$ cat src/rtl/wsd_pkg.sv
// wsd_pkg: shared types and codes for the websocket frame deframer
// no dependencies; imported by every rtl module and by the checker
package wsd_pkg;

  localparam int unsigned LEN_BITS_DEF = 32;

  typedef enum logic [2:0] {
    PH_HDR0 = 3'd0,
    PH_HDR1 = 3'd1,
    PH_EXT  = 3'd2,
    PH_KEY  = 3'd3,
    PH_PAY  = 3'd4
  } phase_e;

  typedef enum logic [2:0] {
    V_IGNORE = 3'd0,
    V_TEXT   = 3'd1,
    V_PING   = 3'd2,
    V_PONG   = 3'd3,
    V_CLOSE  = 3'd4,
    V_ERROR  = 3'd5
  } verdict_e;

  typedef enum logic [2:0] {
    EV_TEXT       = 3'd0,
    EV_EMPTY_END  = 3'd1,
    EV_PING       = 3'd2,
    EV_EMPTY_PING = 3'd3,
    EV_PONG       = 3'd4,
    EV_CLOSE      = 3'd5,
    EV_ERROR      = 3'd6
  } event_e;

  typedef enum logic [2:0] {
    ERR_FRAG_CTRL    = 3'd0,
    ERR_STRAY_CONT   = 3'd1,
    ERR_DATA_IN_FRAG = 3'd2,
    ERR_BINARY       = 3'd3,
    ERR_BAD_OP       = 3'd4,
    ERR_TOO_LONG     = 3'd5
  } err_e;

  localparam logic [3:0] OP_CONT  = 4'h0;
  localparam logic [3:0] OP_TEXT  = 4'h1;
  localparam logic [3:0] OP_BIN   = 4'h2;
  localparam logic [3:0] OP_CLOSE = 4'h8;
  localparam logic [3:0] OP_PING  = 4'h9;
  localparam logic [3:0] OP_PONG  = 4'hA;

  localparam logic [6:0] LEN7_EXT16 = 7'd126;
  localparam logic [6:0] LEN7_EXT64 = 7'd127;

  typedef struct packed {
    event_e     ev;
    logic [7:0] data;
    logic       last;
    err_e       kind;
  } wsd_res_t;

endpackage

$ cat src/rtl/wsd_parser.sv
// wsd_parser: per-byte header parse, frame decision and payload unmask
// depends on wsd_pkg; one byte is consumed per take_i
module wsd_parser #(
  parameter int unsigned LEN_BITS = wsd_pkg::LEN_BITS_DEF
) (
  input  logic              clk_i,
  input  logic              rst_ni,
  input  logic              take_i,
  input  logic [7:0]        rx_byte_i,
  output logic              res_vld_o,
  output wsd_pkg::wsd_res_t res_o
);
  import wsd_pkg::*;

  localparam logic [63:0] LenHiMask =
    (LEN_BITS >= 64) ? 64'd0 : ~((64'd1 << LEN_BITS) - 64'd1);

  phase_e      phase_q, phase_d;
  logic        fin_q, fin_d;
  logic [3:0]  op_q, op_d;
  logic        mask_q, mask_d;
  logic [63:0] len_q, len_d;
  logic [2:0]  cnt_q, cnt_d;
  logic [31:0] key_q, key_d;
  logic [1:0]  idx_q, idx_d;
  logic        frag_q, frag_d;
  logic        stopped_q, stopped_d;
  verdict_e    verd_q, verd_d;
  err_e        kind_q, kind_d;

  always_ff @(posedge clk_i or negedge rst_ni) begin
    if (!rst_ni) begin
      phase_q   <= PH_HDR0;
      fin_q     <= 1'b0;
      op_q      <= '0;
      mask_q    <= 1'b0;
      len_q     <= '0;
      cnt_q     <= '0;
      key_q     <= '0;
      idx_q     <= '0;
      frag_q    <= 1'b0;
      stopped_q <= 1'b0;
      verd_q    <= V_IGNORE;
      kind_q    <= ERR_FRAG_CTRL;
    end else begin
      phase_q   <= phase_d;
      fin_q     <= fin_d;
      op_q      <= op_d;
      mask_q    <= mask_d;
      len_q     <= len_d;
      cnt_q     <= cnt_d;
      key_q     <= key_d;
      idx_q     <= idx_d;
      frag_q    <= frag_d;
      stopped_q <= stopped_d;
      verd_q    <= verd_d;
      kind_q    <= kind_d;
    end
  end

  logic [7:0] key_byte;
  logic [7:0] pay_byte;

  always_comb begin
    case (idx_q)
      2'd0:    key_byte = key_q[31:24];
      2'd1:    key_byte = key_q[23:16];
      2'd2:    key_byte = key_q[15:8];
      default: key_byte = key_q[7:0];
    endcase
    pay_byte = rx_byte_i ^ key_byte;
  end

  logic     hdr_done;
  logic     end_frame;
  logic     had_byte;
  verdict_e end_verd;

  always_comb begin
    phase_d   = phase_q;
    fin_d     = fin_q;
    op_d      = op_q;
    mask_d    = mask_q;
    len_d     = len_q;
    cnt_d     = cnt_q;
    key_d     = key_q;
    idx_d     = idx_q;
    frag_d    = frag_q;
    stopped_d = stopped_q;
    verd_d    = verd_q;
    kind_d    = kind_q;
    hdr_done  = 1'b0;
    end_frame = 1'b0;
    had_byte  = 1'b0;
    res_vld_o = 1'b0;
    res_o     = '{ev: EV_TEXT, data: 8'd0, last: 1'b0, kind: ERR_FRAG_CTRL};

    if (take_i && !stopped_q) begin
      case (phase_q)
        PH_HDR0: begin
          fin_d   = rx_byte_i[7];
          op_d    = rx_byte_i[3:0];
          phase_d = PH_HDR1;
        end
        PH_HDR1: begin
          mask_d = rx_byte_i[7];
          key_d  = '0;
          len_d  = {57'd0, rx_byte_i[6:0]};
          if (rx_byte_i[6:0] == LEN7_EXT16) begin
            len_d   = '0;
            cnt_d   = 3'd1;
            phase_d = PH_EXT;
          end else if (rx_byte_i[6:0] == LEN7_EXT64) begin
            len_d   = '0;
            cnt_d   = 3'd7;
            phase_d = PH_EXT;
          end else if (rx_byte_i[7]) begin
            cnt_d   = 3'd3;
            phase_d = PH_KEY;
          end else begin
            hdr_done = 1'b1;
          end
        end
        PH_EXT: begin
          len_d = {len_q[55:0], rx_byte_i};
          if (cnt_q == 3'd0) begin
            if (mask_q) begin
              cnt_d   = 3'd3;
              phase_d = PH_KEY;
            end else begin
              hdr_done = 1'b1;
            end
          end else begin
            cnt_d = cnt_q - 3'd1;
          end
        end
        PH_KEY: begin
          key_d = {key_q[23:0], rx_byte_i};
          if (cnt_q == 3'd0) begin
            hdr_done = 1'b1;
          end else begin
            cnt_d = cnt_q - 3'd1;
          end
        end
        PH_PAY: begin
          idx_d = idx_q + 2'd1;
          len_d = len_q - 64'd1;
          if (len_q == 64'd1) begin
            end_frame = 1'b1;
            had_byte  = 1'b1;
          end else if (verd_q == V_TEXT) begin
            res_vld_o = 1'b1;
            res_o     = '{ev: EV_TEXT, data: pay_byte, last: 1'b0, kind: ERR_FRAG_CTRL};
          end else if (verd_q == V_PING) begin
            res_vld_o = 1'b1;
            res_o     = '{ev: EV_PING, data: pay_byte, last: 1'b0, kind: ERR_FRAG_CTRL};
          end
        end
        default: begin
          phase_d = PH_HDR0;
        end
      endcase
    end

    // frame decision on the last header byte
    if (hdr_done) begin
      kind_d = ERR_FRAG_CTRL;
      idx_d  = '0;
      if ((len_d & LenHiMask) != 64'd0) begin
        verd_d = V_ERROR;
        kind_d = ERR_TOO_LONG;
      end else if (op_q == OP_CLOSE) begin
        verd_d = V_CLOSE;
      end else if (op_q[3]) begin
        if (!fin_q) begin
          verd_d = V_ERROR;
          kind_d = ERR_FRAG_CTRL;
        end else if (op_q == OP_PING) begin
          verd_d = V_PING;
        end else if (op_q == OP_PONG) begin
          verd_d = V_PONG;
        end else begin
          verd_d = V_IGNORE;
        end
      end else if (op_q == OP_CONT) begin
        if (!frag_q) begin
          verd_d = V_ERROR;
          kind_d = ERR_STRAY_CONT;
        end else begin
          verd_d = V_TEXT;
          if (fin_q) frag_d = 1'b0;
        end
      end else if (frag_q) begin
        verd_d = V_ERROR;
        kind_d = ERR_DATA_IN_FRAG;
      end else if (op_q == OP_TEXT) begin
        verd_d = V_TEXT;
        if (!fin_q) frag_d = 1'b1;
      end else if (op_q == OP_BIN) begin
        verd_d = V_ERROR;
        kind_d = ERR_BINARY;
      end else begin
        verd_d = V_ERROR;
        kind_d = ERR_BAD_OP;
      end
      if (len_d == 64'd0) begin
        end_frame = 1'b1;
      end else begin
        phase_d = PH_PAY;
      end
    end

    end_verd = hdr_done ? verd_d : verd_q;

    if (end_frame) begin
      phase_d = PH_HDR0;
      case (end_verd)
        V_TEXT: begin
          if (had_byte) begin
            res_vld_o = 1'b1;
            res_o     = '{ev: EV_TEXT, data: pay_byte, last: fin_q, kind: ERR_FRAG_CTRL};
          end else if (fin_q) begin
            res_vld_o = 1'b1;
            res_o     = '{ev: EV_EMPTY_END, data: 8'd0, last: 1'b1, kind: ERR_FRAG_CTRL};
          end
        end
        V_PING: begin
          res_vld_o = 1'b1;
          if (had_byte) begin
            res_o = '{ev: EV_PING, data: pay_byte, last: 1'b1, kind: ERR_FRAG_CTRL};
          end else begin
            res_o = '{ev: EV_EMPTY_PING, data: 8'd0, last: 1'b1, kind: ERR_FRAG_CTRL};
          end
        end
        V_PONG: begin
          res_vld_o = 1'b1;
          res_o     = '{ev: EV_PONG, data: 8'd0, last: 1'b0, kind: ERR_FRAG_CTRL};
        end
        V_CLOSE: begin
          stopped_d = 1'b1;
          res_vld_o = 1'b1;
          res_o     = '{ev: EV_CLOSE, data: 8'd0, last: 1'b0, kind: ERR_FRAG_CTRL};
        end
        V_ERROR: begin
          stopped_d = 1'b1;
          res_vld_o = 1'b1;
          res_o     = '{ev: EV_ERROR, data: 8'd0, last: 1'b0, kind: kind_d};
        end
        default: begin
          res_vld_o = 1'b0;
        end
      endcase
    end
  end

endmodule

$ cat src/rtl/wsd_out_buf.sv
// wsd_out_buf: output register with one skid entry for result items
// depends on wsd_pkg; stall toward the parser comes from the skid entry only
module wsd_out_buf (
  input  logic              clk_i,
  input  logic              rst_ni,
  input  logic              push_i,
  input  wsd_pkg::wsd_res_t res_i,
  output logic              full_o,
  output logic              out_valid_o,
  input  logic              out_stall_i,
  output wsd_pkg::wsd_res_t out_o
);
  import wsd_pkg::*;

  logic     out_vld_q, out_vld_d;
  logic     skid_vld_q, skid_vld_d;
  wsd_res_t out_q, out_d;
  wsd_res_t skid_q, skid_d;
  logic     pop;

  always_ff @(posedge clk_i or negedge rst_ni) begin
    if (!rst_ni) begin
      out_vld_q  <= 1'b0;
      skid_vld_q <= 1'b0;
    end else begin
      out_vld_q  <= out_vld_d;
      skid_vld_q <= skid_vld_d;
    end
  end

  always_ff @(posedge clk_i) begin
    out_q  <= out_d;
    skid_q <= skid_d;
  end

  always_comb begin
    pop        = out_vld_q && !out_stall_i;
    out_vld_d  = out_vld_q;
    skid_vld_d = skid_vld_q;
    out_d      = out_q;
    skid_d     = skid_q;
    if (skid_vld_q) begin
      if (pop) begin
        out_d      = skid_q;
        skid_vld_d = 1'b0;
      end
    end else if (push_i) begin
      if (!out_vld_q || pop) begin
        out_d     = res_i;
        out_vld_d = 1'b1;
      end else begin
        skid_d     = res_i;
        skid_vld_d = 1'b1;
      end
    end else if (pop) begin
      out_vld_d = 1'b0;
    end
  end

  assign full_o      = skid_vld_q;
  assign out_valid_o = out_vld_q;
  assign out_o       = out_q;

endmodule

$ cat src/rtl/websocket_frame_deframer.sv
// websocket_frame_deframer: top level of the receive frame parser
// depends on wsd_pkg, wsd_parser and wsd_out_buf
//
// usage
//   input channel: one received byte per item on rx_byte_i, taken when
//   in_valid_i is high and in_stall_o is low
//   output channel: zero or one result per input byte on event_res_o,
//   data_byte_o, last_o and error_kind_o, taken when out_valid_o is high
//   and out_stall_i is low
//   output path: a result is registered in the output register or skid entry
//   throughput: one byte per cycle while in_stall_o is low; the parser
//   state registers (phase, length counter, mask key) update on each byte
//   stall: results wait in an output register with one skid entry behind
//   it; in_stall_o rises only while the skid entry is occupied and drops
//   the cycle after the receiver takes the waiting result
//   reset: rst_ni low clears the parser to await a frame's first header
//   byte, clears the fragment and stop flags and empties both result
//   entries; after a close or an error all bytes are taken and dropped
//   until the next reset
module websocket_frame_deframer #(
  parameter int unsigned LEN_BITS = wsd_pkg::LEN_BITS_DEF
) (
  input  logic       clk_i,
  input  logic       rst_ni,
  input  logic       in_valid_i,
  output logic       in_stall_o,
  input  logic [7:0] rx_byte_i,
  output logic       out_valid_o,
  input  logic       out_stall_i,
  output logic [2:0] event_res_o,
  output logic [7:0] data_byte_o,
  output logic       last_o,
  output logic [2:0] error_kind_o
);
  import wsd_pkg::*;

  logic     take;
  logic     res_vld;
  wsd_res_t res;
  wsd_res_t out_res;
  logic     full;

  assign take       = in_valid_i && !full;
  assign in_stall_o = full;

  wsd_parser #(
    .LEN_BITS(LEN_BITS)
  ) u_parser (
    .clk_i     (clk_i),
    .rst_ni    (rst_ni),
    .take_i    (take),
    .rx_byte_i (rx_byte_i),
    .res_vld_o (res_vld),
    .res_o     (res)
  );

  wsd_out_buf u_out_buf (
    .clk_i       (clk_i),
    .rst_ni      (rst_ni),
    .push_i      (take && res_vld),
    .res_i       (res),
    .full_o      (full),
    .out_valid_o (out_valid_o),
    .out_stall_i (out_stall_i),
    .out_o       (out_res)
  );

  assign event_res_o  = out_res.ev;
  assign data_byte_o  = out_res.data;
  assign last_o       = out_res.last;
  assign error_kind_o = out_res.kind;

endmodule

$ cat config.mk
export PLATFORM = sky130hd
export DESIGN_NAME = websocket_frame_deframer
export DESIGN_NICKNAME = d
export VERILOG_FILES = /design/src/rtl/wsd_pkg.sv /design/src/rtl/wsd_parser.sv /design/src/rtl/wsd_out_buf.sv /design/src/rtl/websocket_frame_deframer.sv
export SDC_FILE = /design/constraint.sdc
export NUM_CORES = 1
export LEC_CHECK = 0
export BUFFER_PORTS_ARGS = -buffer_cell sky130_fd_sc_hd__buf_4
export CAP_MARGIN = 20
export CORE_UTILIZATION = 64
export DETAILED_ROUTE_END_ITERATION = 6
export PLACE_DENSITY = 0.81
export SYNTH_ARGS = -nofsm -noshare
export SYNTH_HDL_FRONTEND = slang
export SYNTH_HIERARCHICAL = 1
export SYNTH_SLANG_ARGS = --single-unit
$ cat constraint.sdc
create_clock -name clk_i -period 17.8 [get_ports clk_i]
set_clock_uncertainty 0.05 [all_clocks]
set_input_delay 3.56 -clock clk_i [delete_from_list [all_inputs] [get_ports clk_i]]
set_output_delay 3.56 -clock clk_i [all_outputs]
set_load 0.02 [all_outputs]
==> results summary, run 1 <==
The insertion delay of the later-clocked pin in the worst-skew pair came out at 430 ps. The area added between synthesis and finish is 8.45%. 0 antenna diodes ended up in the layout.

After synthesis, the largest family of logic cells by area is simple AND/OR/NAND/NOR gates. The synthesized netlist devotes 1.08% of its cell area to adder and majority cells. The peak ir drop on the vdd network came out at 0.112 mV. The via count of the first global-routing pass came out at 8,207. The xor and xnor fraction of the mapped netlist area came out at 1.60%. The initial antenna violation count is 0. The worst path uses 49.1% of the clock period.

The leading register cell type out of synthesis is dfrtp_1. The detail-routed via count per cell is 7.26. Summed over all instances, the cell type with the most area after synthesis is dfrtp_1.

The site row count is 43. The largest net degree at the start of global routing came out at 75. The fraction of the mapped netlist area in simple logic gates is 26.5%. The cell internal power dissipation came out at 0.891 mW. The remaining antenna violation count is 0. The count of yosys warnings during synthesis is 6. The routability-driven placement congestion ratio is 0.972. The total power per unit cell area came out at 168 nW/um2. The maximum buffer depth of the clock tree is 2. The net count after synthesis came out at 1,087. The number of sinks driven by the clock tree is 150.

The final-layout worst hold slack came out at 431 ps. After floorplanning, the core was sized to cover 14,000 um2. Measured along the x axis, the die boundary spans 123 um. The sequential cell fraction of total power came out at 33.4%.

For this run, the total global-route usage over all layers was measured as 38.9%. The worst setup slack before clock tree synthesis came out at 8770 ps. The average wire length per cell after detail routing came out at 22.5 um.

The final setup violation count is 0. The combinational group share of total power is 46.3%. The die height came out at 123 um. Counting flops with a built-in enable in the synthesized netlist gives 30. The number of pins exceeding their max-slew limit in the final report came out at 0. STA classifies the critical path endpoint as a flip-flop. The DRC violation count after routing is 0. Based on the critical path, the design can be clocked at up to 114 MHz.

The total of hold buffers inserted after clock tree synthesis is 0. The worst-case setup margin in the final layout is 9050 ps. The worst pin sits at a relative slew slack of 33.4%. After synthesis, the netlist uses 83 different library cells. The number of I/O pins is 29. The starting density of the core came out at 66.3%. The average instance in the mapped netlist occupies 8.73 um2.

Wires add up to 27,900 um. Of all flip-flops after synthesis, the portion carrying an async set or reset was 80.0%. Measured against the total synthesized area, the mux share comes to 3.80%. The final net count came out at 1,069. The number of gates resized after cts is 0. The synthesized instance count is 1,067. By area the synthesized netlist is led by dfrtp_1 32%, edfxtp_1 9.7%, nand2_1 5.4%. The class of the most critical setup path is input port to flip-flop.

The hold violation total from the final report came out at 0. The number of maximum-capacitance violations is 0. The clock network power share came out at 20.3%. Of the synthesized area, sequential elements account for 41.9%.

The iteration-0 DRC count of the detailed router is 1,575. The static power due to leakage is 4.13 nW. The shortest period the worst path allows is 8750 ps. STA classifies the critical path startpoint as an input port. For the pin with the worst max-slew slack, the measured transition is 990 ps. The post-route netlist has 12.0% of its cells at a drive strength greater than 1.

The detailed-router iteration count before antenna repair came out at 6. In this run, synthesis produced a sequential element count of 150. The total overflow left after global routing is 0. The full die area is 15,000 um2. The design area is 10,100 um2. TritonCTS built the clock tree. The first-pass GRT wire length is 44,400 um.

The top cell type by area accounts for 32.3% of the synthesized area. The number of input and output port buffers inserted is 28. The area of the mapped netlist came out at 9310 um2. The type of the most critical hold path is flip-flop to flip-flop. For this design the total switching power over the nets is 0.808 mW. Summing the areas of all compound-gate instances in the mapped netlist gives 20.4% of the synthesized area. Clock tree synthesis inserted a total of 17 buffers.

The worst endpoint data arrival time is 8840 ps. The root buffer selected by CTS is clkbuf_16. The number of levels the H-tree was split into is 4. The required time of the critical path came out at 17,890 ps. Setup repair after global routing left no endpoint under its margin. The maximum net fanout on the critical path came out at 44. Clock-pin slew was measured on the worst setup and hold paths at 60 ps. The number of vias after detailed routing is 9,019.

In this run the cell area measured after placement is 9530 um2. The final setup TNS is 0 ps. The number of setup buffers added after CTS came out at 0. The HPWL reported at the end of detailed placement came out at 18,400 um. The run finished with clean final reports.

The switching part of the total power is 47.6%.
-- per-layer routing --
| metal | global-route usage [%] | routed length (um) | up-vias |
|---|---|---|---|
| li1 | - | - | 3997 |
| met1 | 56.2 | 11200 | 4232 |
| met2 | 55.9 | 12400 | 683 |
| met3 | 9.25 | 3410 | 107 |
| met4 | 16.3 | 930 | 0 |
| met5 | 0 | 0 | - |
-- cell families after synthesis --
group           after synthesis
compound gates              287
buf+inv                     105
simple gates                470
fa+ha+maj                     8
flops                       150
xor+xnor                     17
mux                          30
-- cells in the mapped netlist, types with 18 or more instances --
cell	instances
nand2_1	134
dfrtp_1	120
o21ai_0	99
nor2_1	91
clkbuf_1	64
a21oi_1	50
nor3_1	39
nor4_1	36
nand3_1	31
edfxtp_1	30
inv_1	23
a22oi_1	22
nand4_1	21
or4_1	18
-- cell usage in the layout (no fill, tap or decap), types with 18 or more instances in the layout --
cell type  instances
a21oi_1           50
a22oi_1           22
buf_4             43
clkbuf_16         18
dfrtp_1          120
edfxtp_1          30
inv_1             23
nand2_1          134
nand3_1           31
nand4_1           21
nor2_1            90
nor3_1            39
nor4_1            36
o21ai_0           99
or4_1             18
-- layout make-up --
class | instances | area (um2)
Sequential cell | 150 | 3900
Tap cell | 180 | 225
Inverter | 24 | 90.1
Clock buffer | 20 | 468
Clock inverter | 12 | 91.3
Fill cell | 1072 | 3950
Timing Repair Buffer | 44 | 328
Multi-Input combinational cell | 812 | 4990
-- worst max-delay path: stages --
cell and delay [ps]:
buf_4 80, nor2b_1 160, nand2b_1 70, buf_4 220, a31oi_4 160, buf_4 450
nand2_1 300, nand2_1 160, a21oi_1 50, a221o_1 290, nor4_1 530, nand4b_1 190
nor4_1 610, a31oi_1 360, o31ai_1 340, and3b_1 220, nand2b_1 90, a21boi_1 670
buf_4 300
-- power by group through the flow --
stage / clock [mW] / sequential [mW] / combinational [mW]
floorplan: 0 / 0.502 / 0.593
global placement: 0 / 0.565 / 0.745
detailed placement: 0 / 0.565 / 0.751
CTS: 0.346 / 0.560 / 0.757
global route: 0.361 / 0.578 / 0.851
finish: 0.345 / 0.567 / 0.786
-- flip-flops by register name, indices dropped and copies added, names as in the netlist, 2 cells and up --
name,flops
u_parser/key_q,32
u_out_buf/skid_q,15
u_parser/cnt_q,3
u_parser/op_q,4
u_parser/kind_q,3
u_parser/verd_q,3
u_out_buf/out_o,15
u_parser/len_q,64
u_parser/idx_q,2
u_parser/phase_q,3
-- final timing paths --
kind	from	endpoint	slack, ps	depth (start not counted)
worst max-delay path	in_valid_i	u_out_buf/out_o[10]	9050	19
worst min-delay path	u_parser/key_q[29]	u_parser/key_q[29]	430	2
worst max register to register	u_parser/len_q[0]	u_out_buf/out_o[10]	10810	18
worst min register to register	u_parser/key_q[29]	u_parser/key_q[29]	430	2
max in group asynchronous	rst_ni	u_parser/cnt_q[0]	13200	2
min in group asynchronous	rst_ni	u_parser/len_q[53]	3240	1
-- metrics by stage --
stage	total power, mW	utilization, %	std cells
global route	1.79	71.9	1242
floorplan	1.09	-	1067
global placement	1.31	67.8	1208
finish	1.70	71.9	1242
detailed placement	1.32	67.8	1208
CTS	1.66	71.8	1240
(Power assumes the default switching activity.)
==> inputs of run 2 (changes only) <==
--- a/config.mk
+++ b/config.mk
@@ -7,9 +7,9 @@
 export LEC_CHECK = 0
 export BUFFER_PORTS_ARGS = -buffer_cell sky130_fd_sc_hd__buf_4
 export CAP_MARGIN = 20
-export CORE_UTILIZATION = 64
+export CORE_UTILIZATION = 57
 export DETAILED_ROUTE_END_ITERATION = 6
-export PLACE_DENSITY = 0.81
+export PLACE_DENSITY = 0.76
 export SYNTH_ARGS = -nofsm -noshare
 export SYNTH_HDL_FRONTEND = slang
 export SYNTH_HIERARCHICAL = 1
==> constraint.sdc (replaced) <==
create_clock -name clk_i -period 7.5 [get_ports clk_i]
set_clock_uncertainty 0.05 [all_clocks]
set_input_delay 1.5 -clock clk_i [delete_from_list [all_inputs] [get_ports clk_i]]
set_output_delay 1.5 -clock clk_i [all_outputs]
set_load 0.02 [all_outputs]
==> results summary, run 2 (synthesized netlist as in run 1, its figures left out) <==
Setup repair after global routing left no endpoint under its margin. The horizontal die dimension came to 130 um (+5.9%). The remaining antenna violation count came out at 0 (unchanged). The number of levels the H-tree was split into came out at 4 (unchanged). The flip-flop count of the largest register after layout is 64 (unchanged). The HPWL reported at the end of detailed placement came out at 19,000 um (+2.8%). The total congestion overflow came to 0 (unchanged).

The die height is 130 um (+5.9%). The root buffer selected by CTS is clkbuf_16. On the critical path the largest part of the delay comes from simple AND/OR/NAND/NOR gates. The routability-driven placement congestion ratio was 0.981 (+0.87%).

The number of I/O pins is 29 (unchanged). Traced cell by cell, the critical path runs through inv_1 -> ha_1 -> or4b_1 -> nor4_1 -> nand4_1 -> nand3_1 -> nand3_1 -> a2111oi_0 -> nand4b_1 -> nor3_1 -> a32oi_2 -> inv_1 -> nor3_1 -> o31ai_1 -> and3b_1 -> nand2b_1 -> a21boi_1 -> buf_4. The number of pins exceeding their max-slew limit in the final report is 0 (unchanged).

The worst setup path is captured at a flip-flop. The all-layer global routing usage is 34.3% (-4.6 points). Relative to the synthesized area, the layout overhead comes to 9.73%.

The total of hold buffers inserted after clock tree synthesis is 0 (unchanged). The detail-routed via count per cell is 6.98 (-3.8%). The net switching power is 1.93 mW (+140%).

The transition time at the pin with the least slew margin is 1060 ps (+73.3 ps). The number of CTS-inserted buffers was 17 (unchanged). The hold violation total from the final report came to 0 (unchanged).

The number of gates resized after cts is 0 (unchanged). The final setup TNS is 0 ps (unchanged). The site row count came out at 46 (+7.0%).

The number of maximum-capacitance violations is 0 (unchanged). More flip-flops sit in one register than any other, and that register is u_parser/len_q. The final antenna diode count is 0 (unchanged). The insertion delay of the later-clocked pin in the worst-skew pair came out at 440 ps (about the same).

The largest net degree at the start of global routing came out at 66 (-12%). TritonCTS built the clock tree. The number of input and output port buffers inserted came out at 28 (unchanged). The worst max-slew margin expressed relative to the limit came to 28.6% (-4.8 points). The count of buffering cells on the critical path with inverters included is 3 (-1). The DRC violation count after routing is 0 (unchanged). The worst setup path is of the flip-flop to flip-flop kind.

The sequential cell fraction of total power is 32.8% (-0.6 points). The maximum single-stage delay on the critical path came to 780 ps (+110 ps). For the finished layout, the period the worst path requires is 6370 ps.

The initial antenna violation count came to 0 (unchanged). The number of setup buffers added after CTS came to 0 (unchanged). The detailed-router iteration count before antenna repair came to 6 (unchanged). The switching part of the total power is 46.9% (-0.62 points). The standard cell core area is 15,900 um2 (+14%). The static power due to leakage is 4.16 nW (+0.70%).

The clock slew seen by the registers of the worst setup and hold paths came out at 70 ps (about the same). The largest registers in the layout are u_parser/len_q x64, u_parser/key_q x32. The combinational group share of total power came out at 46.1% (-0.2 points).

The average wire length per cell after detail routing came out at 21.8 um (-2.8%). The total power per unit cell area is 402 nW/um2 (+140%). The full die area came out at 16,800 um2 (+12%). The flow ran to the end, and the final reports show no timing, DRC or antenna violations. The via count of the first global-routing pass is 7,942 (-3.2%). The total of fill cells in the finished design came out at 1,352 (+26%).

The library cells used most frequently in the layout, excluding fill and tap cells, are 134 x nand2_1, 120 x dfrtp_1, 99 x o21ai_0, 90 x nor2_1, 50 x a21oi_1. The period utilization came out at 84.9%. The clock network power share came to 21.0% (+0.7 points).

The worst setup path is launched from a flip-flop. The final setup violation count came out at 0 (unchanged). The path class of the tightest hold or removal check is flip-flop to flip-flop.

The maximum frequency from static timing analysis came out at 157 MHz. The core occupancy in the finished layout came to 64.1% (-7.8 points). Among all stages on the critical path, the largest delay is contributed by nor4_1. The worst endpoint data arrival time came out at 6460 ps (-2380 ps).

The final net count is 1,073 (+0.37%). The peak ir drop on the vdd network came out at 0.286 mV (+160%). The number of vias after detailed routing is 8,953 (-0.73%). The first-pass GRT wire length came out at 43,900 um (-1.1%). The maximum net fanout on the critical path came out at 8 (-82%). Leaving out fill and tap cells, the most frequent cell in the layout is nand2_1. The maximum buffer depth of the clock tree is 2 (unchanged). The cell internal power dissipation is 2.18 mW (+140%). The starting density of the core came out at 58.4% (-7.9 points). The iteration-0 DRC count of the detailed router is 1,404 (-11%). The aggregate routed wire length came out at 28,000 um (+0.38%).

The required time of the critical path came out at 7600 ps (-10,290 ps). The number of sinks driven by the clock tree is 150 (unchanged). The fraction of final layout cells sized beyond drive strength 1 is 12.2% (+0.24 points).
run 2: final timing paths:
check	slack [ps]	start	cells after the start	endpoint
setup / recovery	1130	u_parser/len_q[0]	18	u_out_buf/out_o[11]
hold / removal	430	u_parser/key_q[29]	2	u_parser/key_q[29]
setup reg to reg	1130	u_parser/len_q[0]	18	u_out_buf/out_o[11]
hold reg to reg	430	u_parser/key_q[29]	2	u_parser/key_q[29]
max in group asynchronous	4960	rst_ni	2	u_parser/len_q[11]
min in group asynchronous	1110	rst_ni	1	u_parser/len_q[41]
run 2: layout make-up:
class	count	area [um2]	area share, %
multi-input combinational	812	4990	48.9
clock inverter	12	141	1.38
clock buffer	20	447	4.37
tap	216	270	2.65
timing repair buffer	48	373	3.65
sequential	150	3900	38.2
inverter	24	90.1	0.882
run 2: worst min-delay path: cells and delay by family, from the launching register on:
kind / cells / cell delay, ps
compound gates: 1 / 60
flops: 1 / 340
simple gates: 1 / 40
run 2: stage by stage:
stage | hold slack, ps | total power [mW] | cell area [um2] | instances | setup slack (ps)
floorplan | 391 | 2.60 | 9310 | 1067 | 1360
global placement | 412 | 3.15 | 9630 | 1250 | 1300
detailed placement | 417 | 3.16 | 9630 | 1250 | 1220
CTS | 435 | 4.03 | 10200 | 1282 | 1370
global route | 459 | 4.33 | 10200 | 1282 | 807
finish | 432 | 4.11 | 10200 | 1282 | 1130
run 2: power groups by stage:
stage          logic (mW)  registers, mW  clock network, mW
5_1_grt              2.06           1.37              0.900
3_3_place_gp         1.80           1.34                  0
2_1_floorplan        1.41           1.19                  0
6_report             1.90           1.35              0.863
3_5_place_dp         1.81           1.34                  0
4_1_cts              1.83           1.33              0.870
run 2: routing by layer:
metal	vias to the layer above	global-route usage, %	share of wire [%]
met2	599	50.3	44
met1	4263	49.3	42
met4	0	15.6	3.7
met5	-	0	0
li1	4006	-	-
met3	85	6.60	10
